$ cat src/rtl/core/wsu_pkg.sv
// Package for the WebSocket frame unmasker: phase encoding, result kinds,
// header constants and the result record. No dependencies.
package wsu_pkg;

  // Parser phase
  typedef enum logic [2:0] {
    PH_HDR0   = 3'd0,
    PH_HDR1   = 3'd1,
    PH_EXT_HI = 3'd2,
    PH_EXT_LO = 3'd3,
    PH_MASK   = 3'd4,
    PH_DATA   = 3'd5
  } wsu_phase_t;

  // Result kind codes
  typedef enum logic [2:0] {
    KIND_DATA     = 3'd0,
    KIND_EMPTY    = 3'd1,
    KIND_CLOSE    = 3'd2,
    KIND_BIG      = 3'd3,
    KIND_UNMASKED = 3'd4
  } wsu_kind_t;

  localparam logic [3:0] OPC_CLOSE   = 4'h8;
  localparam logic [6:0] LEN_EXT16   = 7'd126;
  localparam logic [6:0] LEN_EXT64   = 7'd127;
  localparam logic [15:0] MASK_BYTES = 16'd4;

  // One result request
  typedef struct packed {
    wsu_kind_t  kind;
    logic [7:0] data_out;
    logic       last;
  } wsu_result_t;

endpackage

$ cat src/rtl/core/wsu_if.sv
// Channel interfaces: the input byte stream and the result stream.
// Depends on wsu_pkg.
interface wsu_byte_if;
  logic       valid;
  logic       ready;
  logic [7:0] byte_in;

  modport source (output valid, output byte_in, input ready);
  modport sink   (input valid, input byte_in, output ready);
endinterface

interface wsu_result_if;
  logic               valid;
  logic               ready;
  wsu_pkg::wsu_kind_t kind;
  logic [7:0]         data_out;
  logic               last;

  modport source (output valid, output kind, output data_out, output last, input ready);
  modport sink   (input valid, input kind, input data_out, input last, output ready);
endinterface

$ cat src/rtl/core/wsu_parser.sv
// Header parser and unmask datapath: holds the frame state, decides the
// result for each accepted byte. Depends on wsu_pkg.
module wsu_parser (
  input  logic                clk,
  input  logic                rst_n,
  input  logic                in_fire,
  input  logic [7:0]          in_byte,
  output logic                res_vld,
  output wsu_pkg::wsu_result_t res
);
  import wsu_pkg::*;

  wsu_phase_t  phase_r, phase_nxt;
  logic        close_seen_r, close_seen_nxt;
  logic        mask_bit_r, mask_bit_nxt;
  logic [15:0] len_r, len_nxt;
  logic [31:0] key_r, key_nxt;
  logic [15:0] cnt_r, cnt_nxt;
  logic        halted_r, halted_nxt;

  logic [15:0] cnt_inc;
  logic [6:0]  code;
  logic [7:0]  mask_byte;

  assign cnt_inc = cnt_r + 16'd1;
  assign code    = in_byte[6:0];

  // Mask byte for the current payload index, first key byte in the top bits
  always_comb begin
    case (cnt_r[1:0])
      2'd0:    mask_byte = key_r[31:24];
      2'd1:    mask_byte = key_r[23:16];
      2'd2:    mask_byte = key_r[15:8];
      default: mask_byte = key_r[7:0];
    endcase
  end

  // Next state for the byte at the input
  always_comb begin
    phase_nxt      = phase_r;
    close_seen_nxt = close_seen_r;
    mask_bit_nxt   = mask_bit_r;
    len_nxt        = len_r;
    key_nxt        = key_r;
    cnt_nxt        = cnt_r;
    halted_nxt     = halted_r;

    if (!halted_r) begin
      case (phase_r)
        PH_HDR1: begin
          mask_bit_nxt = in_byte[7];
          if (close_seen_r || (code == LEN_EXT64)) begin
            halted_nxt = 1'b1;
            phase_nxt  = PH_HDR0;
          end else if (code == LEN_EXT16) begin
            phase_nxt = PH_EXT_HI;
          end else if (!in_byte[7]) begin
            halted_nxt = 1'b1;
            phase_nxt  = PH_HDR0;
          end else begin
            len_nxt   = {9'd0, code};
            cnt_nxt   = 16'd0;
            key_nxt   = 32'd0;
            phase_nxt = PH_MASK;
          end
        end
        PH_EXT_HI: begin
          len_nxt   = {in_byte, 8'h00};
          phase_nxt = PH_EXT_LO;
        end
        PH_EXT_LO: begin
          len_nxt = {len_r[15:8], in_byte};
          if (!mask_bit_r) begin
            halted_nxt = 1'b1;
            phase_nxt  = PH_HDR0;
          end else begin
            cnt_nxt   = 16'd0;
            key_nxt   = 32'd0;
            phase_nxt = PH_MASK;
          end
        end
        PH_MASK: begin
          key_nxt = {key_r[23:0], in_byte};
          if (cnt_inc < MASK_BYTES) begin
            cnt_nxt = cnt_inc;
          end else begin
            cnt_nxt = 16'd0;
            // zero-length frame ends right after its mask
            if (len_r == 16'd0) begin
              phase_nxt = PH_HDR0;
            end else begin
              phase_nxt = PH_DATA;
            end
          end
        end
        PH_DATA: begin
          if (cnt_inc >= len_r) begin
            cnt_nxt   = 16'd0;
            phase_nxt = PH_HDR0;
          end else begin
            cnt_nxt = cnt_inc;
          end
        end
        default: begin
          // first header byte (also any undefined phase code)
          close_seen_nxt = (in_byte[3:0] == OPC_CLOSE);
          phase_nxt      = PH_HDR1;
        end
      endcase
    end
  end

  // Result for the byte at the input
  always_comb begin
    res_vld = 1'b0;
    res     = '{kind: KIND_DATA, data_out: 8'h00, last: 1'b0};

    if (!halted_r) begin
      case (phase_r)
        PH_HDR1: begin
          if (close_seen_r) begin
            res_vld  = 1'b1;
            res.kind = KIND_CLOSE;
          end else if (code == LEN_EXT64) begin
            res_vld  = 1'b1;
            res.kind = KIND_BIG;
          end else if ((code != LEN_EXT16) && !in_byte[7]) begin
            res_vld  = 1'b1;
            res.kind = KIND_UNMASKED;
          end
        end
        PH_EXT_LO: begin
          if (!mask_bit_r) begin
            res_vld  = 1'b1;
            res.kind = KIND_UNMASKED;
          end
        end
        PH_MASK: begin
          if ((cnt_inc >= MASK_BYTES) && (len_r == 16'd0)) begin
            res_vld  = 1'b1;
            res.kind = KIND_EMPTY;
            res.last = 1'b1;
          end
        end
        PH_DATA: begin
          res_vld      = 1'b1;
          res.kind     = KIND_DATA;
          res.data_out = in_byte ^ mask_byte;
          res.last     = (cnt_inc >= len_r);
        end
        default: begin
          res_vld = 1'b0;
        end
      endcase
    end
  end

  // State registers, advanced once per accepted byte
  always_ff @(posedge clk) begin
    if (!rst_n) begin
      phase_r      <= PH_HDR0;
      close_seen_r <= 1'b0;
      mask_bit_r   <= 1'b0;
      len_r        <= 16'd0;
      key_r        <= 32'd0;
      cnt_r        <= 16'd0;
      halted_r     <= 1'b0;
    end else if (in_fire) begin
      phase_r      <= phase_nxt;
      close_seen_r <= close_seen_nxt;
      mask_bit_r   <= mask_bit_nxt;
      len_r        <= len_nxt;
      key_r        <= key_nxt;
      cnt_r        <= cnt_nxt;
      halted_r     <= halted_nxt;
    end
  end

endmodule

$ cat src/rtl/core/wsu_out_reg.sv
// Result register between the parser and the output channel.
// Depends on wsu_pkg.
module wsu_out_reg (
  input  logic                clk,
  input  logic                rst_n,
  input  logic                load,
  input  wsu_pkg::wsu_result_t load_res,
  output logic                free,
  output logic                out_vld,
  input  logic                out_rdy,
  output wsu_pkg::wsu_result_t out_res
);
  import wsu_pkg::*;

  logic        vld_r, vld_nxt;
  wsu_result_t res_r;

  // Slot is free when empty or being drained this cycle
  assign free    = !vld_r || out_rdy;
  assign vld_nxt = load || (vld_r && !out_rdy);

  always_ff @(posedge clk) begin
    if (!rst_n) begin
      vld_r <= 1'b0;
    end else begin
      vld_r <= vld_nxt;
    end
  end

  always_ff @(posedge clk) begin
    if (load) begin
      res_r <= load_res;
    end
  end

  assign out_vld = vld_r;
  assign out_res = res_r;

endmodule

$ cat src/rtl/core/websocket_frame_unmasker_top.sv
// Top level of the WebSocket frame unmasker: parser plus result register.
// Depends on wsu_pkg, wsu_if, wsu_parser and wsu_out_reg.
//
// Usage:
//   in_chan carries the client-to-server byte stream, one byte per request.
//   out_chan carries results: unmasked payload bytes (kind DATA, last on the
//   final byte), an EMPTY end for a zero-length frame, or one error (CLOSE,
//   BIG for length code 127, UNMASKED). Other header and mask bytes give no result.
//   Latency: a result is valid in the cycle after its byte is accepted.
//   Throughput: one byte per cycle while out_chan does not stall; the parser state
//   and the one-entry result register both update once per accepted byte.
//   Stall: while a result waits and out_chan.ready is low, in_chan.ready is
//   low; it rises in the same cycle the waiting result is taken.
//   Reset (rst_n low, synchronous): parser expects a first header byte, the
//   result register is empty. After an error every byte is accepted and
//   dropped until the next reset.
module websocket_frame_unmasker_top (
  input  logic         clk,
  input  logic         rst_n,
  wsu_byte_if.sink     in_chan,
  wsu_result_if.source out_chan
);
  import wsu_pkg::*;

  logic        in_fire;
  logic        res_vld;
  logic        slot_free;
  wsu_result_t res;
  wsu_result_t out_res;

  assign in_chan.ready = slot_free;
  assign in_fire       = in_chan.valid && slot_free;

  wsu_parser u_parser (
    .clk     (clk),
    .rst_n   (rst_n),
    .in_fire (in_fire),
    .in_byte (in_chan.byte_in),
    .res_vld (res_vld),
    .res     (res)
  );

  wsu_out_reg u_out_reg (
    .clk      (clk),
    .rst_n    (rst_n),
    .load     (in_fire && res_vld),
    .load_res (res),
    .free     (slot_free),
    .out_vld  (out_chan.valid),
    .out_rdy  (out_chan.ready),
    .out_res  (out_res)
  );

  assign out_chan.kind     = out_res.kind;
  assign out_chan.data_out = out_res.data_out;
  assign out_chan.last     = out_res.last;

endmodule

$ cat src/flat_wrapper.sv
// flat-port wrapper written by rule: the top's interface ports become plain ports
module websocket_frame_unmasker_top_flat import wsu_pkg::*;
  (clk, rst_n, in_chan_valid, in_chan_byte_in, in_chan_ready, out_chan_valid, out_chan_kind, out_chan_data_out, out_chan_last, out_chan_ready);
  wsu_byte_if in_chan_i ();
  wsu_result_if out_chan_i ();
  input  logic clk;
  input  logic rst_n;
  input wire logic [$bits(in_chan_i.valid)-1:0] in_chan_valid;
  input wire logic [$bits(in_chan_i.byte_in)-1:0] in_chan_byte_in;
  output wire logic [$bits(in_chan_i.ready)-1:0] in_chan_ready;
  output wire logic [$bits(out_chan_i.valid)-1:0] out_chan_valid;
  output wire logic [$bits(out_chan_i.kind)-1:0] out_chan_kind;
  output wire logic [$bits(out_chan_i.data_out)-1:0] out_chan_data_out;
  output wire logic [$bits(out_chan_i.last)-1:0] out_chan_last;
  input wire logic [$bits(out_chan_i.ready)-1:0] out_chan_ready;
  assign in_chan_i.valid = in_chan_valid;
  assign in_chan_i.byte_in = in_chan_byte_in;
  assign in_chan_ready = in_chan_i.ready;
  assign out_chan_valid = out_chan_i.valid;
  assign out_chan_kind = out_chan_i.kind;
  assign out_chan_data_out = out_chan_i.data_out;
  assign out_chan_last = out_chan_i.last;
  assign out_chan_i.ready = out_chan_ready;
  websocket_frame_unmasker_top u_core (.clk(clk), .rst_n(rst_n), .in_chan(in_chan_i), .out_chan(out_chan_i));
endmodule
$ cat config.mk
export PLATFORM = sky130hd
export DESIGN_NAME = websocket_frame_unmasker_top_flat
export DESIGN_NICKNAME = d
export VERILOG_FILES = /design/src/rtl/core/wsu_pkg.sv /design/src/rtl/core/wsu_if.sv /design/src/rtl/core/wsu_parser.sv /design/src/rtl/core/wsu_out_reg.sv /design/src/rtl/core/websocket_frame_unmasker_top.sv /design/src/flat_wrapper.sv
export SDC_FILE = /design/constraint.sdc
export NUM_CORES = 1
export LEC_CHECK = 0
export BUFFER_PORTS_ARGS = -buffer_cell sky130_fd_sc_hd__buf_2
export CORE_MARGIN = 4
export CORE_UTILIZATION = 40
export DETAILED_ROUTE_END_ITERATION = 8
export SYNTH_ARGS = -nofsm -noshare
export SYNTH_HDL_FRONTEND = slang
export SYNTH_SLANG_ARGS = --single-unit
$ cat constraint.sdc
create_clock -name clk -period 3.3 [get_ports clk]
set_clock_uncertainty 0.05 [all_clocks]
set_input_delay 0 -clock clk [delete_from_list [all_inputs] [get_ports clk]]
set_output_delay 0 -clock clk [all_outputs]
set_load 0.05 [all_outputs]
# After elaboration in Yosys (flattened, before gate mapping)
# Cells that the tools add are included.
# W data, S select, Z words.
[totals] reg_bits=83 latch_bits=0 ram_bits=0 mem_bits_ro=0 in_bits=12 out_inout_bits=14 word_cells=108 mem_count=0
[op_classes] n_addsub=1 multipliers=0 n_div=0 order_cmp=3 eq_ne=17 shift=0 muxes=44 bitwise=5 n_reduce_logical=26
[ops] operator="$mux W16" count=9
[ops] operator="$mux W32" count=4
[ops] operator="$pmux W32 S3" count=1
[ops] operator="$pmux W16 S4" count=1
[ops] operator="$pmux W16 S3" count=1
[ops] operator="$mux W3" count=11
[ops] operator="$pmux W8 S3" count=1
[ops] operator="$reduce_and A7 Y1" count=3
[ops] operator="$add A16 B1 Y16 const B" count=1
[ops] operator="$ge A16 B16 Y1" count=1
[ops] operator="$ge A16 B3 Y1 const B" count=1
[ops] operator="$logic_not A16 Y1" count=1
[ops] operator="$lt A16 B3 Y1 const B" count=1
[ops] operator="$pmux W3 S5" count=1
[ops] operator="$eq A7 B7 Y1 const B" count=2
[ops] operator="$ne A2 B2 Y1 const B" count=6
[ops] operator="$mux W1" count=11
[ops] operator="$pmux W3 S3" count=1
[ops] operator="$xor A8 B8 Y8" count=1
[ops] operator="$ne A7 B7 Y1 const B" count=1
[ops] operator="$eq A3 B2 Y1 const B" count=2
[ops] operator="$eq A3 B3 Y1 const B" count=2
[ops] operator="$reduce_and A3 Y1" count=2
[ops] operator="$reduce_and A6 Y1" count=1
[ops] operator="other kinds (17)" count=30

# Depth between registers and ports, before layout
[depth] depth_word=9 depth_mapped=15

# Modules after synthesis
# Synthesis repeated with hierarchy kept, for this count alone.
[hier_totals] cells_unflattened=580 area_unflattened_um2=4828.4
[by_module_without_submodules] mod="wsu_parser" n_inst=1 cells_per_inst=562 area_each_um2=4406.7
[by_module_without_submodules] mod="wsu_out_reg" n_inst=1 cells_per_inst=16 area_each_um2=409.1
[by_module_without_submodules] mod="websocket_frame_unmasker_top" n_inst=1 cells_per_inst=2 area_each_um2=12.5

# Worst setup path after synthesis
# OpenSTA, ideal clock, no wires.
[synth_path] path_kind="reg2reg" startpoint="register u_core.u_parser.cnt_r[0]" endpoint="register u_core.u_parser.cnt_r[11]" setup_time_ns=0.079 arrival_ns=3.265 slack_ns=-0.095 stages_incl_launch_ff=15 path_buffers=2 cell_sequence="dfxtp_1 -> ha_1 -> buf_2 -> nand3_1 -> nor3_1 -> and4_1 -> xor2_1 -> ha_1 -> a41o_1 -> a21oi_1 -> o2111ai_1 -> o21ai_2 -> nor2_2 -> buf_6 -> a211oi_2"
[synth_between] elab_chain_len=4
[synth_lines] item="start, declared" line="wsu_parser.sv:18" text="logic [15:0] cnt_r, cnt_nxt;"
[synth_lines] item="start signal, assigned" line="wsu_parser.sv:174" text="cnt_r <= cnt_nxt;"
[synth_lines] item="$add A16 B1 Y16 (*)" line="wsu_parser.sv:25" text="assign cnt_inc = cnt_r + 16'd1;"
[synth_lines] item="$ge A16 B16 Y1 or $lt A16 B3 Y1 (tied branches)" line="wsu_parser.sv:97, wsu_parser.sv:84"
[synth_lines] item="$mux W16 (on tied branches)" line="wsu_parser.sv:97, wsu_parser.sv:84"
[synth_lines] item="$pmux W16 S4 (*)" line="wsu_parser.sv:49" text="case (phase_r)"
# Mark *: on every way between the ends. The rest lies on a longest branch, timed or not.
# A chain may end at the register's enable or synchronous reset.

# Worst setup path after layout
[layout_path] startpoint="register u_core.u_parser.cnt_r[9]" endpoint="register u_core.u_parser.phase_r[2]"
[layout_between] elab_chain_len=4
[layout_lines] item="$add A16 B1 Y16 (*)" line="wsu_parser.sv:25"
[layout_lines] item="$ge A16 B16 Y1 or $lt A16 B3 Y1 (tied branches)" line="wsu_parser.sv:97, wsu_parser.sv:84"
[layout_lines] item="$ne A2 B2 Y1 (no line)"
[layout_lines] item="$reduce_and A4 Y1 (no line) (*)"
[layout_lines] item="end signal, assigned" line="wsu_parser.sv:169" text="phase_r <= phase_nxt;"
[layout_lines] item="end, declared" line="wsu_parser.sv:13" text="wsu_phase_t phase_r, phase_nxt;"
# Marked as above.

==> run metrics <==
H-tree Lvls 3; die area around 14,000 um2; top-area cell type share of the netlist area between 30% and 40%; design area around 5500 um2; Core ar. 11,470 um2; Crit. End Element register; gr ovfl total 0; Chip Height ~120 um; area of the multi-input gates 2703 um2; critical path class reg -> reg; Routed WL about 12,000 um; P&R area growth vs syn 16.52%; detailed-route wire length per cell between 15 and 20 um; worst hold path type in -> reg; PwrDens between 400 and 500 nW/um2; Placed Cells incl. Taps roughly 720; maxcap violations 0; first-pass GRT wire length 20,440 um; critical-path cell list nand3_2, nor4_2, xnor2_1, inv_1, ha_1, nand2_1, o21ai_0, a21oi_2, o21ai_0, a2bb2oi_1, o21ai_0, a31o_2; largest net degree at the start of global routing 40; Hold WS 0.03498 ns; fmax roughly 0.33 GHz; syn avg cell area ~8.4 um2; Iter 0 DRT Violations about 340; initial antenna violation count 0; starting density of the core slightly above 40%; Fillers 1,127; FP Rows 39; TritonCTS clock tree done; post-synth cell types 67; layout cells sized above 1 16.81%; CP startpoint kind register; Clk Latency, worst-skew pair around 0.35 ns; number of synthesized flops with an enable pin 12; post-detailed-route count of antenna-violating nets 0; Finished Layout Cells approximately 740; synth top area cells dfxtp_1, edfxtp_1, a22oi_1; Leakage Power 2.028 nW; post-synthesis xor/xnor area fraction under 10%; placed cell areas approximately 5100 um2; pre-CTS WS about 0.15 ns; Final Worst Setup Slack about 0.26 ns; Buffers on Ports 25; final hold viol count 0; Max Slew Vio Count 0; routability cong. 0.8923; Tmin final between 3 and 4 ns; number of global-route vias before repair around 4k; vias per inst approximately 5.7; CP arrival 3.23 ns; final net count between 600 and 700; Synth Area in Adders just under 6%; FF/Latch Area around 1800 um2; clock buffer count from CTS 9; clock buffer depth 2; Yosys Warn Count 0; Die X ~120 um; Setup Buffers After CTS 0; worst slew pin tran approximately 0.91 ns; status finished clean; most common cell after layout, fill and taps aside nor2_1; area leader, netlist dfxtp_1; ys flop type dfxtp_1; Synth Area in Compound Gates between 20% and 30%; multiplexer area fraction after synthesis less than 1%; Initial DRT Pass Iterations 6; Slew headroom a little under 40%; Synth Net Count just under 600; IO Pins 26; ant diodes 0; slowest stage delay, CP around 0.48 ns; Final HPWL DP about 8600 um; Synth async-reset ratio 0%; Seq cells post-synth 83; CP max stage cell dfxtp_1; most frequent cells in the layout nor2_1, dfxtp_1, nand2_1, a22oi_1, buf_4; register area share after synthesis between 30% and 40%; required time worst endpoint ~3.5 ns; Mapped Area 4712 um2; DRC 0; largest family of logic cells by synthesized area compound AO/OA/AOI/OAI gates; CP most frequent cell o21ai_0; Root Buffer clkbuf_16; Max IR drop VDD 0.4326 mV; Tot Pwr 2.236 mW; Gate Count Post-Synth 560; clock-pin slew of the registers on the worst-case setup and hold paths around 0.07 ns; total track usage between 10% and 20%; final period utilization between 90% and 100%; via count ~4.3k; # clock sinks 83; simple-gate portion of the synthesized area between 20 and 25%; Max FO, Critical Path 7; final setup fails 0
## stage by stage
stage,TNS (ns),util (%)
floorplan,0,-
global placement,0,44.28
detailed placement,0,44.28
CTS,0,47.61
global route,-0.01020,47.88
finish,0,47.88
## report_power, final
part	internal (mW)	total, mW	switching, mW	leakage (nW)
registers	1.04	1.04	0.00891	0.690
logic	0.0702	0.218	0.148	1.21
clock network	0.521	0.974	0.453	0.132
total	1.63	2.24	0.610	2.03
## layout make-up
class	count	area share, %
sequential	83	32.54
clock inverter	7	1.026
clock buffer	9	4.102
multi-input combinational	412	49.23
timing repair buffer	64	8.067
inverter	26	1.778
tap	143	3.259
## what timing repair did
item | CTS | global route
endpoints found under the setup margin | 0 | 16
hold buffers | 10 | 0
resized for setup | 0 | 9
endpoints found under the hold margin | 17 | 0
## registers in the layout, indices dropped and copies added, names as in the netlist
signal / count
u_core.u_parser.key_r: 32
u_core.u_parser.cnt_r: 16
u_core.u_parser.len_r: 16
u_core.u_out_reg.out_res: 12
u_core.u_parser.phase_r: 3
u_core.u_out_reg.out_vld: 1
u_core.u_parser.close_seen_r: 1
u_core.u_parser.halted_r: 1
u_core.u_parser.mask_bit_r: 1
## path summary, 6_finish.rpt
kind,from,depth (start not counted),slack (ns),endpoint
max,u_core.u_parser.cnt_r[9]$_SDFFE_PN0P_,12,0.26,u_core.u_parser.phase_r[2]$_SDFFE_PN0P_
min,rst_n,3,0.03,u_core.u_parser.cnt_r[5]$_SDFFE_PN0P_
max reg2reg,u_core.u_parser.cnt_r[9]$_SDFFE_PN0P_,12,0.26,u_core.u_parser.phase_r[2]$_SDFFE_PN0P_
min reg2reg,u_core.u_parser.len_r[5]$_SDFFE_PN0P_,2,0.42,u_core.u_parser.len_r[5]$_SDFFE_PN0P_
## worst max-delay path, delay by kind of cell, from the launching register on
family / cells / cell delay (ns)
buffers and inverters: 1 / 0.13
xor gates and xnor gates: 1 / 0.22
adders and majority gates: 1 / 0.34
and+or+nand+nor: 3 / 0.57
AOI/OAI and AO/OA: 6 / 1.15
DFF: 1 / 0.48
## synth_stat cells (all sizes together), types with 3 or more instances
| cell type | instances |
|---|---|
| a211o | 4 |
| a211oi | 9 |
| a21oi | 26 |
| a222oi | 8 |
| a22oi | 41 |
| a31oi | 5 |
| and3 | 3 |
| and4 | 3 |
| buf | 9 |
| clkbuf | 30 |
| dfxtp | 71 |
| edfxtp | 12 |
| ha | 22 |
| inv | 26 |
| nand2 | 46 |
| nand2b | 3 |
| nand3 | 29 |
| nand4 | 7 |
| nor2 | 75 |
| nor2b | 4 |
| nor3 | 13 |
| nor3b | 3 |
| nor4 | 7 |
| o211ai | 4 |
| o21a | 4 |
| o21ai | 30 |
| o22ai | 3 |
| or3 | 3 |
| xnor2 | 19 |
| xor2 | 10 |
## cell families (layout without fill, tap and decap cells)
kind of cell / Yosys count / after routing
muxes: 2 / 2
AOI/OAI and AO/OA: 151 / 151
buffers and inverters: 65 / 106
adders and majority gates: 22 / 22
DFF: 83 / 83
xor gates and xnor gates: 29 / 29
and+or+nand+nor: 208 / 208
## per-layer routing
| metal | global-route usage, % | up-vias | share of wire [%] |
|---|---|---|---|
| met2 | 30.70 | 102 | 48 |
| li1 | - | 2119 | - |
| met5 | 0 | - | 0 |
| met3 | 4.819 | 8 | 4.9 |
| met1 | 25.79 | 2043 | 46 |
| met4 | 5.810 | 0 | 0.87 |
Note: power is estimated with default switching activity, not from simulation.
